## src/design/rlfe_pkg.sv

```systemverilog
// Package for the RGB linear fade engine: command and register codes,
// widths, and the constant-reciprocal divide used by the fade datapath.
// No dependencies.
`default_nettype none

package rlfe_pkg;

    // number of fade steps from start colour to goal colour
    localparam int FADE_STEPS = 32;
    localparam int FADE_DIV   = FADE_STEPS - 1;

    localparam int STEP_W = $clog2(FADE_STEPS + 1);
    localparam logic [STEP_W-1:0] STEP_LAST = STEP_W'(FADE_STEPS);

    // accumulated |goal - start| * step, at most 255 * FADE_STEPS
    localparam int M_W = $clog2(255 * FADE_STEPS + 1);

    // m / FADE_DIV == (m * RECIP) >> SHIFT exactly for every m below 2**M_W
    localparam int SHIFT   = M_W + $clog2(FADE_STEPS);
    localparam int RECIP_W = SHIFT + 1;
    localparam logic [RECIP_W-1:0] RECIP = RECIP_W'((2**SHIFT + FADE_DIV - 1) / FADE_DIV);

    localparam int CFG_W = 16;
    localparam int CIDX_W = 2;

    // command codes
    localparam logic [1:0] CMD_TICK  = 2'd0;
    localparam logic [1:0] CMD_SET   = 2'd1;
    localparam logic [1:0] CMD_PULSE = 2'd2;

    // register indexes
    localparam logic [CIDX_W-1:0] REG_UPDATE_PERIOD = 2'd0;
    localparam logic [CIDX_W-1:0] REG_PULSE_PERIOD  = 2'd1;

    localparam logic [CFG_W-1:0] UPDATE_PERIOD_RST = 16'd20;
    localparam logic [CFG_W-1:0] PULSE_PERIOD_RST  = 16'd1000;

    typedef logic [2:0][7:0]     rgb_t;
    typedef logic [2:0][M_W-1:0] acc_t;

    function automatic logic [7:0] div_steps(input logic [M_W-1:0] m);
        logic [M_W+RECIP_W-1:0] p;
        p = {{RECIP_W{1'b0}}, m} * {{M_W{1'b0}}, RECIP};
        return p[SHIFT +: 8];
    endfunction

endpackage

`default_nettype wire

```

## src/design/rgb_linear_fade_engine.sv

```systemverilog
// RGB linear fade engine top level: timers, fade datapath, output skid.
// Depends on rlfe_pkg.
`default_nettype none
//
// channel  signals                                       direction
// -------  --------------------------------------------  ---------
// input    in_valid in_ready cmd target_red/green/blue    in
// output   out_valid out_ready led_red/green/blue         out
// config   cfg_write cfg_index cfg_data                   in
//
// One transaction per cycle on the input; the fade value is one constant-reciprocal
// multiply per channel on a running product, between the state registers and the
// result register. A two-entry output (result register plus skid) lets the input
// keep taking transactions while a result waits. in_ready drops only when both
// entries are full. Reset clears all state but the output data; no clearing pass.

module rgb_linear_fade_engine (
    input  wire logic                         clk,
    input  wire logic                         rst_n,
    input  wire logic                         in_valid,
    output logic                              in_ready,
    input  wire logic [1:0]                   cmd,
    input  wire logic [7:0]                   target_red,
    input  wire logic [7:0]                   target_green,
    input  wire logic [7:0]                   target_blue,
    output logic                              out_valid,
    input  wire logic                         out_ready,
    output logic [7:0]                        led_red,
    output logic [7:0]                        led_green,
    output logic [7:0]                        led_blue,
    input  wire logic                         cfg_write,
    input  wire logic [rlfe_pkg::CIDX_W-1:0]  cfg_index,
    input  wire logic [rlfe_pkg::CFG_W-1:0]   cfg_data
);

    logic [rlfe_pkg::CFG_W-1:0] update_period_reg;
    logic [rlfe_pkg::CFG_W-1:0] pulse_period_reg;

    rlfe_pkg::rgb_t start_reg, start_next;
    rlfe_pkg::rgb_t goal_reg, goal_next;
    rlfe_pkg::rgb_t disp_reg, disp_next;
    rlfe_pkg::rgb_t absdiff_reg, absdiff_next;
    logic [2:0]     neg_reg, neg_next;
    rlfe_pkg::acc_t acc_reg, acc_next;
    logic [rlfe_pkg::STEP_W-1:0] step_reg, step_next;
    logic [15:0]    upd_elapsed_reg, upd_elapsed_next;
    logic [15:0]    pls_elapsed_reg, pls_elapsed_next;
    logic           pulse_active_reg, pulse_active_next;

    rlfe_pkg::rgb_t out_data_reg, out_data_next;
    rlfe_pkg::rgb_t skid_data_reg, skid_data_next;
    logic           out_valid_reg, out_valid_next;
    logic           skid_valid_reg, skid_valid_next;

    rlfe_pkg::rgb_t shown;
    rlfe_pkg::rgb_t latch_goal;
    logic           do_latch;
    logic           produce;
    logic           in_fire;
    logic           out_fire;
    logic [15:0]    upd_inc;
    logic [15:0]    pls_inc;
    logic [7:0]     q;

    assign in_ready  = !skid_valid_reg;
    assign in_fire   = in_valid && in_ready;
    assign out_valid = out_valid_reg;
    assign out_fire  = out_valid_reg && out_ready;
    assign led_red   = out_data_reg[0];
    assign led_green = out_data_reg[1];
    assign led_blue  = out_data_reg[2];

    assign upd_inc = (upd_elapsed_reg == 16'hFFFF) ? upd_elapsed_reg : upd_elapsed_reg + 16'd1;
    assign pls_inc = (pls_elapsed_reg == 16'hFFFF) ? pls_elapsed_reg : pls_elapsed_reg + 16'd1;

    // configuration
    always_ff @(posedge clk or negedge rst_n)
    begin
        if (!rst_n)
        begin
            update_period_reg <= rlfe_pkg::UPDATE_PERIOD_RST;
            pulse_period_reg  <= rlfe_pkg::PULSE_PERIOD_RST;
        end
        else if (cfg_write)
        begin
            case (cfg_index)
                rlfe_pkg::REG_UPDATE_PERIOD: update_period_reg <= cfg_data;
                rlfe_pkg::REG_PULSE_PERIOD:  pulse_period_reg  <= cfg_data;
                default: ;
            endcase
        end
    end

    always_comb
    begin
        start_next        = start_reg;
        goal_next         = goal_reg;
        disp_next         = disp_reg;
        absdiff_next      = absdiff_reg;
        neg_next          = neg_reg;
        acc_next          = acc_reg;
        step_next         = step_reg;
        upd_elapsed_next  = upd_elapsed_reg;
        pls_elapsed_next  = pls_elapsed_reg;
        pulse_active_next = pulse_active_reg;
        do_latch          = 1'b0;
        latch_goal        = '0;
        produce           = 1'b0;
        q                 = '0;

        // colour for the current step: start +/- (|diff| * step) / (FADE_STEPS - 1), goal at the last step
        for (int i = 0; i < 3; i++)
        begin
            q = rlfe_pkg::div_steps(acc_reg[i]);
            if (step_reg >= rlfe_pkg::STEP_LAST)
                shown[i] = goal_reg[i];
            else if (neg_reg[i])
                shown[i] = start_reg[i] - q;
            else
                shown[i] = start_reg[i] + q;
        end

        if (in_fire)
        begin
            case (cmd)
                rlfe_pkg::CMD_SET:
                begin
                    do_latch   = 1'b1;
                    latch_goal = {target_blue, target_green, target_red};
                end
                rlfe_pkg::CMD_PULSE:
                begin
                    do_latch          = 1'b1;
                    latch_goal        = {target_blue, target_green, target_red};
                    pulse_active_next = 1'b1;
                    pls_elapsed_next  = '0;
                end
                rlfe_pkg::CMD_TICK:
                begin
                    upd_elapsed_next = upd_inc;
                    if (upd_inc >= update_period_reg)
                    begin
                        upd_elapsed_next = '0;
                        produce          = 1'b1;
                        disp_next        = shown;
                        if (step_reg < rlfe_pkg::STEP_LAST)
                        begin
                            step_next = step_reg + 1'b1;
                            for (int i = 0; i < 3; i++)
                                acc_next[i] = acc_reg[i] + rlfe_pkg::M_W'(absdiff_reg[i]);
                        end
                    end
                    pls_elapsed_next = pls_inc;
                    // pulse over: fade back to black from what is on show now
                    if (pulse_active_reg && pls_inc >= pulse_period_reg)
                    begin
                        do_latch          = 1'b1;
                        latch_goal        = '0;
                        pulse_active_next = 1'b0;
                    end
                end
                default: ;
            endcase
        end

        if (do_latch)
        begin
            goal_next  = latch_goal;
            start_next = disp_next;
            step_next  = '0;
            acc_next   = '0;
            for (int i = 0; i < 3; i++)
            begin
                neg_next[i] = latch_goal[i] < disp_next[i];
                absdiff_next[i] = neg_next[i] ? disp_next[i] - latch_goal[i]
                                              : latch_goal[i] - disp_next[i];
            end
        end
    end

    // result register and skid entry
    always_comb
    begin
        out_valid_next  = out_valid_reg;
        out_data_next   = out_data_reg;
        skid_valid_next = skid_valid_reg;
        skid_data_next  = skid_data_reg;
        if (out_valid_reg && !out_ready)
        begin
            if (produce)
            begin
                skid_valid_next = 1'b1;
                skid_data_next  = disp_next;
            end
        end
        else if (skid_valid_reg)
        begin
            out_valid_next  = 1'b1;
            out_data_next   = skid_data_reg;
            skid_valid_next = produce;
            if (produce)
                skid_data_next = disp_next;
        end
        else
        begin
            out_valid_next = produce;
            if (produce)
                out_data_next = disp_next;
        end
    end

    always_ff @(posedge clk or negedge rst_n)
    begin
        if (!rst_n)
        begin
            start_reg        <= '0;
            goal_reg         <= '0;
            disp_reg         <= '0;
            absdiff_reg      <= '0;
            neg_reg          <= '0;
            acc_reg          <= '0;
            step_reg         <= '0;
            upd_elapsed_reg  <= '0;
            pls_elapsed_reg  <= '0;
            pulse_active_reg <= 1'b0;
            out_valid_reg    <= 1'b0;
            skid_valid_reg   <= 1'b0;
        end
        else
        begin
            start_reg        <= start_next;
            goal_reg         <= goal_next;
            disp_reg         <= disp_next;
            absdiff_reg      <= absdiff_next;
            neg_reg          <= neg_next;
            acc_reg          <= acc_next;
            step_reg         <= step_next;
            upd_elapsed_reg  <= upd_elapsed_next;
            pls_elapsed_reg  <= pls_elapsed_next;
            pulse_active_reg <= pulse_active_next;
            out_valid_reg    <= out_valid_next;
            skid_valid_reg   <= skid_valid_next;
        end
    end

    always_ff @(posedge clk)
    begin
        out_data_reg  <= out_data_next;
        skid_data_reg <= skid_data_next;
    end

    // skid holds a result only behind a waiting result register
    a_skid_behind_out: assert property (@(posedge clk) disable iff (!rst_n)
        skid_valid_reg |-> out_valid_reg)
        else $error("skid entry valid with empty result register");

    a_step_range: assert property (@(posedge clk) disable iff (!rst_n)
        step_reg <= rlfe_pkg::STEP_LAST)
        else $error("step count beyond last step");

    // running product tracks |diff| * step on every channel
    a_acc_product: assert property (@(posedge clk) disable iff (!rst_n)
        (acc_reg[0] == rlfe_pkg::M_W'(absdiff_reg[0] * step_reg)) &&
        (acc_reg[1] == rlfe_pkg::M_W'(absdiff_reg[1] * step_reg)) &&
        (acc_reg[2] == rlfe_pkg::M_W'(absdiff_reg[2] * step_reg)))
        else $error("fade accumulator out of step");

    // a stalled result is never overwritten
    a_stall_keeps_skid: assert property (@(posedge clk) disable iff (!rst_n)
        (skid_valid_reg && out_valid_reg && !out_ready) |=>
            (skid_valid_reg && $stable(skid_data_reg)))
        else $error("skid entry lost during stall");

endmodule

`default_nettype wire

```

## config.mk

```make
export PLATFORM = sky130hd
export DESIGN_NAME = rgb_linear_fade_engine
export DESIGN_NICKNAME = d
export VERILOG_FILES = /design/src/design/rlfe_pkg.sv /design/src/design/rgb_linear_fade_engine.sv
export SDC_FILE = /design/constraint.sdc
export NUM_CORES = 1
export LEC_CHECK = 0
export ABC_CLOCK_PERIOD_IN_PS = 17800
export BUFFER_PORTS_ARGS = -buffer_cell sky130_fd_sc_hd__buf_2
export CAP_MARGIN = 0
export CORE_ASPECT_RATIO = 0.5
export CORE_UTILIZATION = 50
export CTS_CLUSTER_SIZE = 12
export DETAILED_ROUTE_END_ITERATION = 7
export PLACE_DENSITY = 0.7
export SLEW_MARGIN = 25
export SYNTH_ARGS = -nofsm -noshare
export SYNTH_HDL_FRONTEND = slang
export SYNTH_SLANG_ARGS = --single-unit
```

## constraint.sdc

```tcl
create_clock -name clk -period 17.8 [get_ports clk]
set_input_delay 3.56 -clock clk [delete_from_list [all_inputs] [get_ports clk]]
set_output_delay 3.56 -clock clk [all_outputs]
set_load 0.005 [all_outputs]
```

# After elaboration in Yosys (flattened, before gate mapping)
# Cells that the tools add are included.
# Widths: inputs -> output; s select.
dict set report word_totals {
  register_bits 259
  latchBits 0
  ramBits 0
  rom_bits 0
  input_bits 49
  out_inout_bits 26
  word_cells 133
  memories 0
}
dict set report classes {
  addsub 18
  mul 3
  div_mod_pow 0
  n_lt_le_gt_ge 7
  eq_ne 7
  shift 0
  muxes 45
  n_bitwise 1
  reduce_logical 22
}
# op n
set op_table {}
lappend op_table {{$mux 24} 10}
lappend op_table {{$mux 39} 5}
lappend op_table {{$mul 13x14->26 const B} 3}
lappend op_table {{$mux 8} 9}
lappend op_table {{$sub 8x8->8} 9}
lappend op_table {{$mux 16} 3}
lappend op_table {{$add 13x8->13} 3}
lappend op_table {{$add 16x1->16 const B} 2}
lappend op_table {{$eq 16x16->1 const B} 2}
lappend op_table {{$ge 16x16->1} 2}
lappend op_table {{$pmux 16 s2} 1}
lappend op_table {{$mux 6} 5}
lappend op_table {{$add 8x8->8} 3}
lappend op_table {{$lt 8x8->1} 3}
lappend op_table {{$reduce_bool 2->1} 7}
lappend op_table {{$mux 1} 10}
lappend op_table {{$reduce_and 2->1} 5}
lappend op_table {{$add 6x1->6 const B} 1}
lappend op_table {{$ge 6x6->1 const B} 1}
lappend op_table {{$lt 6x6->1 const B} 1}
lappend op_table {{$eq 2x1->1 const B} 2}
lappend op_table {{$logic_not 2->1} 2}
lappend op_table {{$ne 2x2->1 const B} 2}
lappend op_table {{$pmux 1 s2} 2}
lappend op_table {{7 further kinds} 10}

# Longest topological paths before layout
dict set report depth {
  ltp_word 10
  depth_mapped 39
  ltp_nobuf 39
}

# Worst setup path before layout
# Ideal clock, no wire load.
dict set report synth_path {
  path_type {input-to-reg}
  from {input port cmd[0]}
  to {register absdiff_reg[23] (netlist name)}
  setup_ns 0.135
  arrival_ns 7.712
  t_required_ns 17.665
  path_slack_ns 9.953
  stages 18
  n_path_buf 1
  cell_sequence {inv_1 > ha_1 > and2_1 > clkbuf_1 > nand2_1 > o21ai_0 > inv_1 > fa_1 > a21o_1 > a21o_1 > a21o_1 > a21oi_1 > o21a_1 > mux2_2 > a2111oi_0 > o21ai_0 > xnor2_1 > o21ai_0}
}
# item line_no
set synth_lines {}
lappend synth_lines {{from (decl)} rgb_linear_fade_engine.sv:22} ;# input wire logic [1:0] cmd,
lappend synth_lines {{to (signal assigned)} rgb_linear_fade_engine.sv:234} ;# absdiff_reg <= absdiff_next;
lappend synth_lines {{to (decl)} rgb_linear_fade_engine.sv:42} ;# rlfe_pkg::rgb_t absdiff_reg, absdiff_next;

# Worst setup path after layout
dict set report layout_path {
  from {register acc_reg[9] (netlist name)}
  to {register absdiff_reg[7] (netlist name)}
}
dict set report layout_via {
  elab_chain_cells 9
  word_cells_on_any_way 12
  cone_classes {add/sub: 4; mul: 1; order compare: 1; mux: 6}
}
# item line_no
set layout_rtl {}
lappend layout_rtl {{from (decl)} rgb_linear_fade_engine.sv:44} ;# rlfe_pkg::acc_t acc_reg, acc_next;
lappend layout_rtl {{from (signal assigned)} rgb_linear_fade_engine.sv:236} ;# acc_reg <= acc_next;
lappend layout_rtl {{$mul 13x14->26 (*)} rlfe_pkg.sv:43} ;# p = {{RECIP_W{1'b0}}, m} * {{M_W{1'b0}}, RECIP};
lappend layout_rtl {{$add 8x8->8 or $sub 8x8->8 (tied branches)} {rgb_linear_fade_engine.sv:120, rgb_linear_fade_engine.sv:118}}
lappend layout_rtl {{$mux 8 (*)} rgb_linear_fade_engine.sv:117} ;# else if (neg_reg[i])
lappend layout_rtl {{$mux 8 (*)} rgb_linear_fade_engine.sv:115} ;# if (step_reg >= rlfe_pkg::STEP_LAST)
lappend layout_rtl {{$mux 24 (*)} rgb_linear_fade_engine.sv:141} ;# if (upd_inc >= update_period_reg)
lappend layout_rtl {{$mux 24 (*)} rgb_linear_fade_engine.sv:125} ;# case (cmd)
lappend layout_rtl {{$mux 24 (*)} rgb_linear_fade_engine.sv:123} ;# if (in_fire)
lappend layout_rtl {{$sub 8x8->8 (tied with other cells)} rgb_linear_fade_engine.sv:176} ;# : latch_goal[i] - disp_next[i];
lappend layout_rtl {{$mux 8 (*)} rgb_linear_fade_engine.sv:175} ;# absdiff_next[i] = neg_next[i] ? disp_next[i] - latch_goal[i]
# Every way passes the cells marked *; elsewhere a longest branch is shown, timed or not.
# A chain may end at the register's enable or synchronous reset.

==> results by group <==
Critical path
  • Max incr delay on CP: 0.84 ns
  • Critical path's slowest cell: a211oi_2
  • Worst-path maximum fanout: 13
  • Top Family by Delay on Critical Path: compound AO/OA/AOI/OAI gates
  • Crit. End Element: flip-flop
  • R2R setup slack: 8.66 ns
  • Launching point of the worst reg2reg path: acc_reg[9]
  • Crit path buf inv count: 2
  • Reg2reg end: absdiff_reg[7]
  • CP required: around 18 ns
  • Worst setup SP type: flip-flop
  • R2R cell count: 36
  • WS Path Type: flip-flop to flip-flop
  • Worst path arrival time: ~9.6 ns

GRT
  • GR Overflow Total: 0
  • Total GRT Usage: 0.235
  • First-pass GRT wire length: ~76000 um
  • Largest net degree at the start of global routing: 90
  • Initial antenna violation count: 0
  • Number of global-route vias before repair: ~15000

Placed design
  • Post-DP HPWL: 33600 um
  • GP Congestion: just under 0.9
  • Setup slack after placement: 8.82 ns
  • Input/output buffers: 74

Final layout
  • ANT cells: 0
  • Area grow syn2layout: 9.25%
  • Filler cell count: approximately 3400
  • Final Util: 0.564
  • Sequential cell area: 0.00673 sq mm
  • Fraction of layout cells with a size suffix above 1: 0.0936
  • Largest register FFs: 39
  • Area occupied by multi-input gates: ~0.012 sq mm
  • NumNets Final: 2545

Clock network
  • Total CTS buffers: 27
  • Reg clk slew, reported paths: 0.07 ns
  • CTS tree: yes
  • Clock root buffer: clkbuf_16
  • Clk sinks: ~260
  • Max clock buf depth: 3
  • Setup Buffers After CTS: 0
  • Post-CTS Resized: 0
  • Clk_lat worst skew: around 0.55 ns
  • H-tree depth: 1
  • Hold_buf cts: 0

STA
  • Slew HR: 0.325
  • Min Tclk post-route: 9.14 ns
  • RSZ-0062 raised after global routing: false
  • Setup WS post-layout: around 8.7 ns
  • Worst Max-Slew Pin Slew: a little over 1 ns
  • Clock skew: roughly 0.012 ns
  • Slew Viols, Final: 0
  • Final setup vio count: 0
  • Fin Setup TNS: 0 ns
  • Period utilization: 0.513
  • Final Hold Viols: 0
  • Maximum clock frequency: 109 MHz

Synth
  • Mapped Cells: between 2000 and 2500
  • Top cell type's share of synthesized area: 0.259
  • Sequential cell area fraction in the yosys report: 0.343
  • YS warnings: 0
  • Ys flop type: dfrtp_1
  • Post-Syn Area per Cell: slightly above 9 sq um
  • Area contributors post-synth: dfrtp_1 26%, ha_1 19%, edfxtp_1 7.3%, o21ai_0 4.9%, nand2_1 4.6%
  • Count of state elements after synthesis: 259
  • Cell Area, Synth: 0.0196 sq mm
  • Post-synth EDFFs: 48
  • Synth cell types: 75
  • Post-synth top area cell: dfrtp_1
  • Async set-reset flop share out of synthesis: 0.815
  • Syn_nets: 2491

Min path
  • Worst hold path cell count: 2
  • Worst hold start: goal_reg[22]
  • HP Class: flip-flop to flip-flop
  • Min-Delay Endpoint: goal_reg[22]

Route
  • Via count: roughly 15000
  • Wire per inst: about 17 um
  • Final wirelength: approximately 46000 um
  • Antenna-violating nets left: 0
  • Number of remaining DRC errors: 0
  • Vias per cell: roughly 5.6
  • Number of DRC markers in iteration 0: 1101
  • Drt pass-1 iters: 5

Run
  • Max Cap Viol: 0

Pwr
  • Pwr per Cell Area: roughly 77 mW/mm^2
  • LEAKAGE: approximately 11 nW
  • Worst vdd rail ir drop: approximately 0.059 mV
  • Tot Pwr: about 1.6 mW

Status
  • Outcome: complete, no violations

Floorplan
  • Die width: between 200 and 300 um
  • Core box area: about 0.038 sq mm
  • Die Area: between 0.04 and 0.05 sq mm
  • Initial core utilization: 0.516
  • Die height: ~140 um
  • # rows: 50
  • Ports: 75
==> final cells by class <==
| type | count | area share |
|---|---|---|
| Timing Repair Buffer | 92 | 0.0240 |
| Clock inverter | 4 | 0.00444 |
| Sequential cell | 259 | 0.314 |
| Clock buffer | 44 | 0.0364 |
| Inverter | 184 | 0.0322 |
| Tap cell | 520 | 0.0304 |
| Multi-Input combinational cell | 1596 | 0.559 |
==> cells in the mapped netlist (8+ instances only) <==
cell type / number
o31ai_1: 16
nor3_1: 29
dfstp_2: 8
xnor2_1: 79
edfxtp_1: 48
nand3_1: 30
inv_1: 183
fa_1: 36
o211ai_1: 11
nor2b_1: 29
nor2_1: 115
nor4_1: 8
a211oi_1: 16
mux2i_1: 20
or3_1: 10
a31oi_1: 12
dfrtp_1: 203
clkbuf_1: 63
and2_1: 19
o21a_1: 13
a22o_1: 16
ha_1: 300
xor2_1: 35
and3_1: 18
nand2b_1: 20
mux2_2: 37
o21ai_0: 191
a21oi_1: 138
nand4_1: 15
nand2_1: 240
a21o_1: 51
==> cells by family (layout without fill, tap and decap cells) <==
| family | Yosys count | count (layout) | synth area share |
|---|---|---|---|
| AND/OR/NAND/NOR | 569 | 569 | 0.135 |
| AO/OA/AOI/OAI | 518 | 518 | 0.161 |
| adder cells (fa/ha/maj) | 336 | 336 | 0.228 |
| flip-flops | 259 | 259 | 0.343 |
| buffers and inverters | 251 | 324 | 0.0483 |
| XOR/XNOR | 114 | 114 | 0.0509 |
| multiplexers | 59 | 59 | 0.0337 |
==> report_power, final <==
part	switching, mW	internal, mW	leakage (nW)
Combinational	0.208	0.156	7.17
Clock	0.237	0.340	0.423
Sequential	0.0441	0.660	3.27
==> cells in the final DEF, fill, tap and decap left out, types with 19 or more instances in the layout <==
cell type,instances
nor2_1,112
mux2_2,37
xnor2_1,79
inv_1,183
ha_1,300
clkbuf_16,27
nor2b_1,29
edfxtp_1,48
and2_1,19
buf_2,73
fa_1,36
o21ai_0,191
nand3_1,30
mux2i_1,20
a21oi_1,138
nand2b_1,20
xor2_1,35
nand2_1,240
dfrtp_1,202
a21o_1,51
nor3_1,29
==> routing by layer <==
metal  global-route usage  wire (um)  up-vias
met5                    0          0        -
met4               0.0535        912        0
met3               0.0394       2320       52
met2                0.367      19900      320
met1                0.342      22400     7299
li1                     -          -     7481
==> metrics by stage <==
stage                     cell area [sq um]  cells  hold WS (ns)
after floorplan                       19600   2106         0.450
final                                 21400   2699         0.476
after detailed placement              20600   2651         0.470
after CTS                             21400   2699         0.483
after global routing                  21400   2699         0.508
after global placement                20600   2651         0.461
==> worst max path at each step <==
stage | from | end | depth (start not counted)
after floorplan | cmd[0] | absdiff_reg[23] | 18
after global placement | in_valid | absdiff_reg[23] | 19
after detailed placement | acc_reg[9] | absdiff_reg[7] | 36
after CTS | acc_reg[9] | absdiff_reg[7] | 36
after global routing | acc_reg[9] | absdiff_reg[7] | 36
final | acc_reg[9] | absdiff_reg[7] | 36
==> worst register-to-register path: cells and delay by family, from the launching register on <==
family | cells | cell delay, ns
adders and majority gates | 7 | 2.39
and+or+nand+nor | 7 | 1.33
xor gates and xnor gates | 4 | 0.56
DFF | 1 | 0.51
AOI/OAI and AO/OA | 14 | 3.58
muxes | 2 | 0.61
buffers and inverters | 2 | 0.10
Note: power is estimated with default switching activity, not from simulation.
